**src/sv/drg_pkg.sv**
```systemverilog
// Shared constants, codes and helper functions for the drive reversal gate.
// Used by drive_reversal_gate_top; depends on nothing else.
package drg_pkg;

  // Field and counter widths.
  localparam int VEL_W  = 16;
  localparam int TMR_W  = 16;
  localparam int KIND_W = 2;
  localparam int THR_W  = 15;
  localparam int CFG_IDX_W = 2;
  localparam int CFG_DATA_W = 16;

  localparam logic [TMR_W-1:0] TMR_MAX = {TMR_W{1'b1}};

  // Input item kinds.
  localparam logic [KIND_W-1:0] KIND_TICK = 2'd0;
  localparam logic [KIND_W-1:0] KIND_CMD  = 2'd1;
  localparam logic [KIND_W-1:0] KIND_STOP = 2'd2;

  // Result kinds.
  localparam logic [KIND_W-1:0] RES_DRIVE    = 2'd0;
  localparam logic [KIND_W-1:0] RES_CMD_ACK  = 2'd1;
  localparam logic [KIND_W-1:0] RES_STOP_ACK = 2'd2;

  // Direction codes of the linear velocity.
  localparam logic [1:0] SIGN_ZERO = 2'd0;
  localparam logic [1:0] SIGN_POS  = 2'd1;
  localparam logic [1:0] SIGN_NEG  = 2'd2;

  // Configuration register indexes.
  localparam logic [CFG_IDX_W-1:0] REG_STILL_THR = 2'd0;
  localparam logic [CFG_IDX_W-1:0] REG_REV_LIMIT = 2'd1;
  localparam logic [CFG_IDX_W-1:0] REG_CMD_TMO   = 2'd2;
  localparam logic [CFG_IDX_W-1:0] REG_DEADBAND  = 2'd3;

  // Register values after reset.
  localparam logic [THR_W-1:0] STILL_THR_RST = 15'd20;
  localparam logic [TMR_W-1:0] REV_LIMIT_RST = 16'd1000;
  localparam logic [TMR_W-1:0] CMD_TMO_RST   = 16'd500;
  localparam logic [THR_W-1:0] DEADBAND_RST  = 15'd100;

  // Direction of a velocity, with values inside the deadband counting as zero.
  function automatic logic [1:0] sign_of(input logic [VEL_W-1:0] v,
                                         input logic [THR_W-1:0] db);
    logic signed [VEL_W:0] vx;
    logic signed [VEL_W:0] dx;
    logic [1:0] s;
    vx = {v[VEL_W-1], v};
    dx = {{(VEL_W+1-THR_W){1'b0}}, db};
    if (vx > dx) begin
      s = SIGN_POS;
    end else if (vx < -dx) begin
      s = SIGN_NEG;
    end else begin
      s = SIGN_ZERO;
    end
    return s;
  endfunction

  // Magnitude of a signed value, one bit wider so the most negative value fits.
  function automatic logic [VEL_W:0] mag(input logic [VEL_W-1:0] v);
    logic [VEL_W:0] vx;
    vx = {v[VEL_W-1], v};
    return v[VEL_W-1] ? (~vx + 1'b1) : vx;
  endfunction

  // Saturating increment of an elapsed-time counter.
  function automatic logic [TMR_W-1:0] sat_inc(input logic [TMR_W-1:0] c);
    return (c == TMR_MAX) ? c : c + 1'b1;
  endfunction

endpackage

```
**src/sv/drive_reversal_gate_top.sv**
```systemverilog
// Drive reversal gate: holds drive commands that reverse direction until the
// wheels are still. Depends on drg_pkg for widths, codes and helpers.
//
//  Channel  | Direction | Handshake               | Payload
//  ---------+-----------+-------------------------+-------------------------------
//  s_axis   | in        | s_axis_tvalid/tready    | tuser: kind; tdata: velocities,
//           |           |                         |   wheel speeds
//  m_axis   | out       | m_axis_tvalid/tready    | tuser: result_kind; tdata: drive
//  cfg      | in        | cfg_valid/cfg_ready     | cfg_index, cfg_data
//
// An accepted item lands in an input register; once the output register is free
// or being taken it is evaluated against the gate state and its result, if any,
// is loaded into the output register. One item can be taken every cycle while
// the output is not stalled. A stalled output only stops the input register from
// draining; the input register frees itself in the same cycle the output is
// taken. Synchronous reset clears the gate state and loads the register defaults.
module drive_reversal_gate_top (
  input  logic        clk,
  input  logic        rst,
  input  logic        s_axis_tvalid,
  output logic        s_axis_tready,
  input  logic [63:0] s_axis_tdata,  // linear_velocity, angular_velocity,
                                     // speed_left, speed_right
  input  logic [1:0]  s_axis_tuser,  // kind
  output logic        m_axis_tvalid,
  input  logic        m_axis_tready,
  output logic [31:0] m_axis_tdata,  // drive_linear, drive_angular
  output logic [1:0]  m_axis_tuser,  // result_kind
  input  logic        cfg_valid,
  output logic        cfg_ready,
  input  logic [1:0]  cfg_index,
  input  logic [15:0] cfg_data
);

  localparam int VW = drg_pkg::VEL_W;
  localparam int TW = drg_pkg::TMR_W;
  localparam int HW = drg_pkg::THR_W;

  // Configuration registers.
  logic [HW-1:0] still_threshold;
  logic [TW-1:0] reversal_limit_ms;
  logic [TW-1:0] command_timeout_ms;
  logic [HW-1:0] sign_deadband;

  // Input register.
  logic          in_valid;
  logic [1:0]    in_kind;
  logic [VW-1:0] in_lin;
  logic [VW-1:0] in_ang;
  logic [VW-1:0] in_left;
  logic [VW-1:0] in_right;

  // Gate state.
  logic          reversal_waiting, reversal_waiting_next;
  logic [VW-1:0] held_linear, held_linear_next;
  logic [VW-1:0] held_angular, held_angular_next;
  logic          queued_valid, queued_valid_next;
  logic [VW-1:0] queued_linear, queued_linear_next;
  logic [VW-1:0] queued_angular, queued_angular_next;
  logic [1:0]    released_sign, released_sign_next;
  logic [TW-1:0] reversal_elapsed, reversal_elapsed_next;
  logic [TW-1:0] command_elapsed, command_elapsed_next;
  logic          timeout_armed, timeout_armed_next;

  // Output register.
  logic          out_valid;
  logic [1:0]    out_kind;
  logic [VW-1:0] out_lin;
  logic [VW-1:0] out_ang;

  // Evaluation results.
  logic          res_valid;
  logic [1:0]    res_kind;
  logic [VW-1:0] res_lin;
  logic [VW-1:0] res_ang;
  logic          process;
  logic [TW-1:0] rev_inc;
  logic [TW-1:0] cmd_inc;
  logic          still;
  logic          expired;
  logic [1:0]    cmd_sign;
  logic          reversal;

  // The input register drains whenever the output slot is free or being taken.
  assign process       = in_valid && (!out_valid || m_axis_tready);
  assign s_axis_tready = !in_valid || process;
  assign cfg_ready     = 1'b1;

  assign m_axis_tvalid = out_valid;
  assign m_axis_tuser  = out_kind;
  assign m_axis_tdata  = {out_ang, out_lin};

  // Configuration writes.
  always_ff @(posedge clk) begin
    if (rst) begin
      still_threshold    <= drg_pkg::STILL_THR_RST;
      reversal_limit_ms  <= drg_pkg::REV_LIMIT_RST;
      command_timeout_ms <= drg_pkg::CMD_TMO_RST;
      sign_deadband      <= drg_pkg::DEADBAND_RST;
    end else if (cfg_valid) begin
      case (cfg_index)
        drg_pkg::REG_STILL_THR: still_threshold    <= cfg_data[HW-1:0];
        drg_pkg::REG_REV_LIMIT: reversal_limit_ms  <= cfg_data[TW-1:0];
        drg_pkg::REG_CMD_TMO:   command_timeout_ms <= cfg_data[TW-1:0];
        drg_pkg::REG_DEADBAND:  sign_deadband      <= cfg_data[HW-1:0];
        default: ;
      endcase
    end
  end

  // Input register load on each accepted transfer.
  always_ff @(posedge clk) begin
    if (rst) begin
      in_valid <= 1'b0;
    end else if (s_axis_tready) begin
      in_valid <= s_axis_tvalid;
    end
    if (s_axis_tready && s_axis_tvalid) begin
      in_kind  <= s_axis_tuser;
      in_lin   <= s_axis_tdata[VW-1:0];
      in_ang   <= s_axis_tdata[2*VW-1:VW];
      in_left  <= s_axis_tdata[3*VW-1:2*VW];
      in_right <= s_axis_tdata[4*VW-1:3*VW];
    end
  end

  // Shared terms of the evaluation.
  assign rev_inc  = drg_pkg::sat_inc(reversal_elapsed);
  assign cmd_inc  = drg_pkg::sat_inc(command_elapsed);
  assign still    = (drg_pkg::mag(in_left) < {{(VW+1-HW){1'b0}}, still_threshold}) &&
                    (drg_pkg::mag(in_right) < {{(VW+1-HW){1'b0}}, still_threshold});
  assign expired  = rev_inc > reversal_limit_ms;
  assign cmd_sign = drg_pkg::sign_of(in_lin, sign_deadband);
  assign reversal = (released_sign == drg_pkg::SIGN_POS && cmd_sign == drg_pkg::SIGN_NEG) ||
                    (released_sign == drg_pkg::SIGN_NEG && cmd_sign == drg_pkg::SIGN_POS);

  // Evaluate the item in the input register against the gate state.
  always_comb begin
    reversal_waiting_next = reversal_waiting;
    held_linear_next      = held_linear;
    held_angular_next     = held_angular;
    queued_valid_next     = queued_valid;
    queued_linear_next    = queued_linear;
    queued_angular_next   = queued_angular;
    released_sign_next    = released_sign;
    reversal_elapsed_next = reversal_elapsed;
    command_elapsed_next  = command_elapsed;
    timeout_armed_next    = timeout_armed;
    res_valid             = 1'b0;
    res_kind              = drg_pkg::RES_DRIVE;
    res_lin               = '0;
    res_ang               = '0;
    case (in_kind)
      drg_pkg::KIND_TICK: begin
        reversal_elapsed_next = rev_inc;
        command_elapsed_next  = cmd_inc;
        if (reversal_waiting) begin
          // While a reversal waits, output zero until the wheels stop or time runs out.
          res_valid = 1'b1;
          if (still || expired) begin
            reversal_waiting_next = 1'b0;
            queued_valid_next     = 1'b0;
            command_elapsed_next  = '0;
            timeout_armed_next    = 1'b1;
            released_sign_next    = drg_pkg::sign_of(held_linear, sign_deadband);
            res_lin               = held_linear;
            res_ang               = held_angular;
          end
        end else if (queued_valid) begin
          queued_valid_next = 1'b0;
          res_valid         = 1'b1;
          res_lin           = queued_linear;
          res_ang           = queued_angular;
        end else if (timeout_armed && cmd_inc > command_timeout_ms) begin
          timeout_armed_next = 1'b0;
          res_valid          = 1'b1;
        end
      end
      drg_pkg::KIND_CMD: begin
        if (reversal) begin
          held_linear_next      = in_lin;
          held_angular_next     = in_ang;
          reversal_waiting_next = 1'b1;
          reversal_elapsed_next = '0;
          queued_linear_next    = '0;
          queued_angular_next   = '0;
        end else begin
          queued_linear_next  = in_lin;
          queued_angular_next = in_ang;
          released_sign_next  = cmd_sign;
        end
        queued_valid_next    = 1'b1;
        command_elapsed_next = '0;
        timeout_armed_next   = 1'b1;
        res_valid            = 1'b1;
        res_kind             = drg_pkg::RES_CMD_ACK;
        res_lin              = in_lin;
        res_ang              = in_ang;
      end
      drg_pkg::KIND_STOP: begin
        queued_linear_next    = '0;
        queued_angular_next   = '0;
        queued_valid_next     = 1'b1;
        reversal_waiting_next = 1'b0;
        released_sign_next    = drg_pkg::SIGN_ZERO;
        command_elapsed_next  = '0;
        timeout_armed_next    = 1'b1;
        res_valid             = 1'b1;
        res_kind              = drg_pkg::RES_STOP_ACK;
      end
      default: ;
    endcase
  end

  // Gate state update when an item is evaluated.
  always_ff @(posedge clk) begin
    if (rst) begin
      reversal_waiting <= 1'b0;
      held_linear      <= '0;
      held_angular     <= '0;
      queued_valid     <= 1'b0;
      queued_linear    <= '0;
      queued_angular   <= '0;
      released_sign    <= drg_pkg::SIGN_ZERO;
      reversal_elapsed <= '0;
      command_elapsed  <= '0;
      timeout_armed    <= 1'b0;
    end else if (process) begin
      reversal_waiting <= reversal_waiting_next;
      held_linear      <= held_linear_next;
      held_angular     <= held_angular_next;
      queued_valid     <= queued_valid_next;
      queued_linear    <= queued_linear_next;
      queued_angular   <= queued_angular_next;
      released_sign    <= released_sign_next;
      reversal_elapsed <= reversal_elapsed_next;
      command_elapsed  <= command_elapsed_next;
      timeout_armed    <= timeout_armed_next;
    end
  end

  // Output register: loads a result, or empties once its transfer completes.
  always_ff @(posedge clk) begin
    if (rst) begin
      out_valid <= 1'b0;
    end else if (process) begin
      out_valid <= res_valid;
    end else if (m_axis_tready) begin
      out_valid <= 1'b0;
    end
    if (process && res_valid) begin
      out_kind <= res_kind;
      out_lin  <= res_lin;
      out_ang  <= res_ang;
    end
  end

endmodule

```
**config.mk**
```make
export PLATFORM = sky130hd
export DESIGN_NAME = drive_reversal_gate_top
export DESIGN_NICKNAME = d
export VERILOG_FILES = /design/src/sv/drg_pkg.sv /design/src/sv/drive_reversal_gate_top.sv
export SDC_FILE = /design/constraint.sdc
export NUM_CORES = 1
export LEC_CHECK = 0
export ABC_CLOCK_PERIOD_IN_PS = 14950
export BUFFER_PORTS_ARGS = -buffer_cell sky130_fd_sc_hd__buf_2
export CAP_MARGIN = 20
export CORE_AREA = 5 5 190 137
export CTS_BUF_LIST = sky130_fd_sc_hd__clkbuf_2
export DETAILED_ROUTE_END_ITERATION = 10
export DIE_AREA = 0 0 195 142
export GPL_TIMING_DRIVEN = 0
export PLACE_DENSITY = 0.79
export SLEW_MARGIN = 40
export SYNTH_ARGS = -nofsm -noshare
export SYNTH_HDL_FRONTEND = slang
export SYNTH_SLANG_ARGS = --single-unit
```
**constraint.sdc**
```tcl
create_clock -name clk -period 14.95 [get_ports clk]
set_input_delay 0.7475 -clock clk [delete_from_list [all_inputs] [get_ports clk]]
set_output_delay 0.7475 -clock clk [all_outputs]
set_load 0.01 [all_outputs]
```
Word-level counts from Yosys, hierarchy flattened

Cells that the tools add are included.

$add $sub $neg: 5
Multiply operators: 0
Div/mod/pow operators: 0
Magnitude comparators: 8
Equality and inequality tests: 18
Shifts and indexed selects: 0
Muxes and demuxes: 48
Bitwise gates (word level): 2
Reductions and logical operators: 33

Operator list:

| cell                                                                   | count |
|---|---|
| 16-bit two-way mux                                                     | 13 |
| 16-bit one-hot mux with 2 select lines                                 | 6 |
| 16-bit greater-than comparator                                         | 4 |
| 17-bit by 1-bit adder with 17-bit output (second input constant)       | 2 |
| 16-bit by 17-bit less-than comparator with 1-bit output                | 2 |
| 17-bit by 15-bit less-than comparator with 1-bit output                | 2 |
| 17-bit two-way mux                                                     | 2 |
| 17-bit NOT                                                             | 2 |
| 16-bit by 1-bit adder with 16-bit output (second input constant)       | 2 |
| 16-bit equality test (second input constant)                           | 2 |
| 15-bit negation with 17-bit output                                     | 1 |
| 1-bit two-way mux                                                      | 14 |
| 2-bit two-way mux                                                      | 7 |
| 2-bit AND reduction                                                    | 6 |
| 3-bit AND reduction                                                    | 4 |
| 2-bit equality test (second input constant)                            | 5 |
| 5-bit AND reduction                                                    | 2 |
| 3-bit != test (second input constant)                                  | 3 |
| 2-bit by 1-bit equality test with 1-bit output (second input constant) | 4 |
| 2-bit != test (second input constant)                                  | 4 |
| 2-bit nonzero test                                                     | 4 |
| 1-bit logical AND                                                      | 7 |
| 1-bit one-hot mux with 2 select lines                                  | 3 |
| 2-bit one-hot mux with 3 select lines                                  | 1 |
| other kinds (7)                                                        | 12 |

Register bits: 265
Latch bits: 0
Bits in writable memories: 0
Bits in read-only memories: 0
Output and inout port bits: 37
Logic and storage cells: 138
Memories kept: 0

Longest topological paths before layout

Depth after elaboration: 9
Mapped depth: 20
Gate-level depth less buffers: 17

Worst setup path before layout

Ideal clock, no wire load.

Path kind: reg2reg
Start point: reg command_elapsed[3]
End point: reg out_kind[0], in the netlist m_axis_tuser[0] (enable)
Setup time: 438 ps
Data arrival time: 5,049 ps
Required time: 14,512 ps
Slack: 9,462 ps
Cell stages (with the launch flop): 20
Buffers on the path: 3
Period minus slack after synthesis: 5,488 ps
Cell sequence: dfxtp_1 clkbuf_1 nand4_1 nor4_1 nand4_1 or4_1 clkbuf_1 nand2b_1 clkbuf_1 nor2_1 xor2_1 ha_1 o21a_1 o21a_1 o21ai_0 a21oi_1 o21ai_0 a311oi_1 nor2_1 a21oi_1

Cells in the longest elaborated chain, start to end: 9
Elaborated cells between the ends (all ways): 10
Those cells by class: add/sub: 1; order compare: 1; eq/ne: 1; mux: 5; reduce/logical: 2

Ends and longest elaborated chain:

| element                                                                          | line                           | text |
|---|---|---|
| start, declared                                                                  | drive_reversal_gate_top.sv:62  | `logic [TW-1:0] command_elapsed, command_elapsed_next;` |
| start signal, assigned                                                           | drive_reversal_gate_top.sv:237 | `command_elapsed <= command_elapsed_next;` |
| 16-bit by 1-bit adder with 16-bit output or 16-bit equality test (tied branches) | drg_pkg.sv:69                  | `return (c == TMR_MAX) ? c : c + 1'b1;` |
| 16-bit two-way mux (*)                                                           | drg_pkg.sv:69                  |  |
| 16-bit greater-than comparator (*)                                               | drive_reversal_gate_top.sv:174 | `end else if (timeout_armed && cmd_inc > command_timeout_ms) begin` |
| 1-bit logical AND (*)                                                            | drive_reversal_gate_top.sv:174 |  |
| 1-bit two-way mux (*)                                                            | drive_reversal_gate_top.sv:174 |  |
| 1-bit two-way mux (*)                                                            | drive_reversal_gate_top.sv:169 | `end else if (queued_valid) begin` |
| 1-bit two-way mux (*)                                                            | drive_reversal_gate_top.sv:157 | `if (reversal_waiting) begin` |
| 1-bit one-hot mux with 2 select lines (*)                                        | drive_reversal_gate_top.sv:153 | `case (in_kind)` |
| 1-bit logical AND (*)                                                            | drive_reversal_gate_top.sv:251 | `if (process && res_valid) begin` |
| end signal, assigned                                                             | drive_reversal_gate_top.sv:252 | `out_kind <= res_kind;` |
| end, declared                                                                    | drive_reversal_gate_top.sv:67  | `logic [1:0] out_kind;` |

Mark *: on every way between the ends. The rest lies on a longest branch, timed or not.
A chain may end at the register's enable or synchronous reset.

Final worst setup path

Start point: reg reversal_elapsed[4]
End point: reg out_lin[1] (data pin)

Cells in the longest elaborated chain, start to end: 7
Elaborated cells between the ends (all ways): 8
Those cells by class: add/sub: 1; order compare: 1; eq/ne: 1; mux: 4; reduce/logical: 1

Ends and longest elaborated chain:

| element                                                                          | line                           | text |
|---|---|---|
| start, declared                                                                  | drive_reversal_gate_top.sv:61  | `logic [TW-1:0] reversal_elapsed, reversal_elapsed_next;` |
| start signal, assigned                                                           | drive_reversal_gate_top.sv:236 | `reversal_elapsed <= reversal_elapsed_next;` |
| 16-bit by 1-bit adder with 16-bit output or 16-bit equality test (tied branches) | drg_pkg.sv:69                  |  |
| 16-bit two-way mux (*)                                                           | drg_pkg.sv:69                  |  |
| 16-bit greater-than comparator (*)                                               | drive_reversal_gate_top.sv:132 | `assign expired = rev_inc > reversal_limit_ms;` |
| 1-bit logical OR (*)                                                             | drive_reversal_gate_top.sv:160 | `if (still \|\| expired) begin` |
| 16-bit two-way mux (*)                                                           | drive_reversal_gate_top.sv:160 |  |
| 16-bit two-way mux (*)                                                           | drive_reversal_gate_top.sv:157 |  |
| 16-bit one-hot mux with 2 select lines (*)                                       | drive_reversal_gate_top.sv:153 |  |
| named net res_lin[1]                                                             | drive_reversal_gate_top.sv:74  | `logic [VW-1:0] res_lin;` |
| end signal, assigned                                                             | drive_reversal_gate_top.sv:253 | `out_lin <= res_lin;` |
| end, declared                                                                    | drive_reversal_gate_top.sv:68  | `logic [VW-1:0] out_lin;` |

The timed path passes the listed nets; every way through them passes the cells marked *.

==> results.txt <==
Outcome = finished, final reports clean
Met1 usage = 0.386
Synth area leaders = dfxtp_1, edfxtp_1, ha_1
Max Clock Freq = 168 MHz
Worst hold start = s_axis_tdata[19]
Vias = 12333
Part of the cycle the worst path needs = 0.397
Area of the multi-input gates = 0.00717 sq mm
DP Worst Slack = 9.33 ns
Cell count after synthesis = 1493
Clk slew on worst S/H paths = 0.13 ns
Async S/R FF share, synth = 0
Wire length per cell = 18.7 um
Num rows = 48
Layout cells sized above 1 = 0.143
I/O pin count = 126
Most common library cells after synthesis = nand2_1, dfxtp_1, ha_1, a21oi_1, edfxtp_1
Routed wire length = 39.4 mm
Net count after synthesis = 1710
Top FF cell, synth = dfxtp_1
Number of global-route vias before repair = 11943
Global route overflow = 0
Setup slack, reg-to-reg = 9.01 ns
Final antenna-violating net count = 0
Most frequent cell after synthesis = nand2_1
FF-to-FF End = out_lin[1]
Syn_area_per_cell = 9.42 sq um
RSZ-0062 raised after global routing = false
Worst Path Required = 15.52 ns
Number of enable flip-flop cells after synthesis = 100
Post-route clock skew = 0.0926 ns
Post-Syn Area = 0.0141 sq mm
Post-cts resize count = 0
Fin nets = 1947
Drt initial violations = 1105
TritonRoute pass-1 iters = 6
GR peak layer = met2
Final setup fails = 0
R2R depth = 19
Maximum capacitance violations = 0
Root buffer cell = clkbuf_2
Non-Filler Instances = 2100
Initial antenna violation count = 3
Gr usage total = 0.279
Port Buf Inserts = 123
Worst-margin pin slew = 0.706 ns
CP arrival = 6.51 ns
Syn-to-layout area delta = 15.4%
Hold Vio Cnt, Final = 0
First-pass GRT wire length = 62.3 mm
Met3 usage = 0.0677
Worst-Skew Late Latency = 0.89 ns
Min-delay worst type = in2reg
Hpwl dp = 28.1 mm
Met2 usage = 0.441
DRC = 0
Crit. End Element = register
H-Tree Depth = 3
CTS Buffer Depth = 3
Number of synthesized register bits = 265
Leak pwr = 0.00651 uW
Critical path peak fanout = 10
Library cells used by synthesis = 69
Initial Util = 0.583
Inst Count DP = 1944
End of the worst hold path = in_ang[3]
Die area = 0.0277 sq mm
DP Area = 0.0152 sq mm
Worst hold stages = 1
Worst setup SP type = register
Die Height = 142 um
Storage cell area = 0.00631 sq mm
Vias per cell = 5.87
Core Area = 0.0241 sq mm
Slew headroom = 0.527
Largest net degree at the start of global routing = 46
Critical path class = reg2reg
Post-CTS Setup Bufs = 0
Clk sink count = 265
Final Worst Setup Slack = 9.01 ns
Chip Width = 195 um
Total CTS buffers = 66
Final Slew Violations = 0
Setup_tns = 0 ns
Final Cell Area = 0.0162 sq mm
Gpl congestion = 0.955
Hold WS = 0.0855 ns
Pwr Density = 91.3 mW/mm^2
Fillers = 1971
Worst reg2reg path startpoint = reversal_elapsed[4]
Sequential element share of the synthesized area = 0.448
Min Tclk post-route = 5.94 ns
Synth area leader = dfxtp_1
Hold_buf cts = 42
Peak supply drop = 0.0796 mV
Syn. warnings = 0
CTS tree = done
Post-synth top area share = 0.235
## cell families (layout without fill, tap and decap cells)
logic type	after synthesis	in the layout	share of synthesized area
AO/OA/AOI/OAI	375	375	0.172
XOR/XNOR	60	60	0.0398
adder cells (fa/ha/maj)	129	129	0.115
buffers and inverters	158	438	0.0444
flip-flops	265	265	0.448
multiplexers	37	37	0.0265
other	1	3	0.000267
AND/OR/NAND/NOR	468	468	0.154
## placed cells by master, fill, tap and decap left out, drive strengths merged, types with 6 or more instances in the layout
cell type,instances
nand2,207
dfxtp,165
clkbuf,152
buf,134
ha,128
a21oi,118
edfxtp,100
inv,90
nor2,85
o21ai,77
xnor2,48
dlygate4sd3,43
nand3,41
a22oi,36
mux2i,35
a22o,32
nor3,30
nand4,23
a21o,22
o211ai,21
o21a,15
clkinv,14
nor2b,12
o31ai,12
nand2b,11
or3,10
xor2,10
a211oi,10
and3,9
nor4,8
or4,7
and2,6
## final cells by class
| class | count | share of cell area |
|---|---|---|
| repair buffers | 169 | 0.0683 |
| clock buffers | 91 | 0.0280 |
| well taps | 325 | 0.0250 |
| clock inverters | 20 | 0.0104 |
| inverters | 89 | 0.0206 |
| diodes | 2 | 0.000308 |
| plain buffers | 69 | 0.0179 |
| multi-input cells | 1070 | 0.441 |
| flip-flops and latches | 265 | 0.388 |
## state kept, by name, indices dropped and copies added, names as in the netlist, 16 cells and up
name                flops
command_elapsed        16
command_timeout_ms     16
held_angular           16
held_linear            16
in_ang                 16
in_left                16
in_lin                 16
in_right               16
out_ang                16
out_lin                16
queued_angular         16
queued_linear          16
reversal_elapsed       16
reversal_limit_ms      16
## critical path, cell delays in order, from the launching register on
cell,delay [ns]
dfxtp_1,0.32
clkbuf_1,0.28
and4_1,0.29
and3_1,0.19
nand4_1,0.29
nor3_1,0.57
nor2_1,0.22
and3_1,0.28
xor2_1,0.16
ha_1,0.30
a21o_1,0.19
a221o_1,0.31
a221o_1,0.38
o32ai_1,0.25
o21ai_1,0.25
and2_1,0.22
clkbuf_1,0.27
clkbuf_1,0.38
a22oi_1,0.35
o21ai_0,0.13
## power by group
part	internal (uW)	switching [uW]	total, uW
Clock	217	306	523
Sequential	773	19.5	792
Combinational	67.3	101	168
## per-layer routing
layer	routed length [um]	vias up
li1	-	5900
met1	17400	5799
met2	17600	562
met3	3470	70
met4	831	2
met5	11	-
## worst max path at each step
stage                        start              end  slack, ns  depth (start not counted)
2_1_floorplan   command_elapsed[3]  m_axis_tuser[0]       9.46                         19
3_3_place_gp    command_elapsed[3]       out_lin[9]       7.85                         19
3_5_place_dp   reversal_elapsed[4]       out_lin[1]       9.33                         19
4_1_cts        reversal_elapsed[4]      out_lin[11]       9.21                         19
5_1_grt        reversal_elapsed[4]      out_lin[10]       8.79                         19
6_report       reversal_elapsed[4]       out_lin[1]       9.01                         19
## per-stage QoR
stage | util | power, uW
final | 0.673 | 1480
after floorplan | - | 901
after global routing | 0.673 | 1550
after detailed placement | 0.629 | 962
after CTS | 0.672 | 1480
after global placement | 0.625 | 954
No activity file was read; power rests on OpenSTA's default activity.
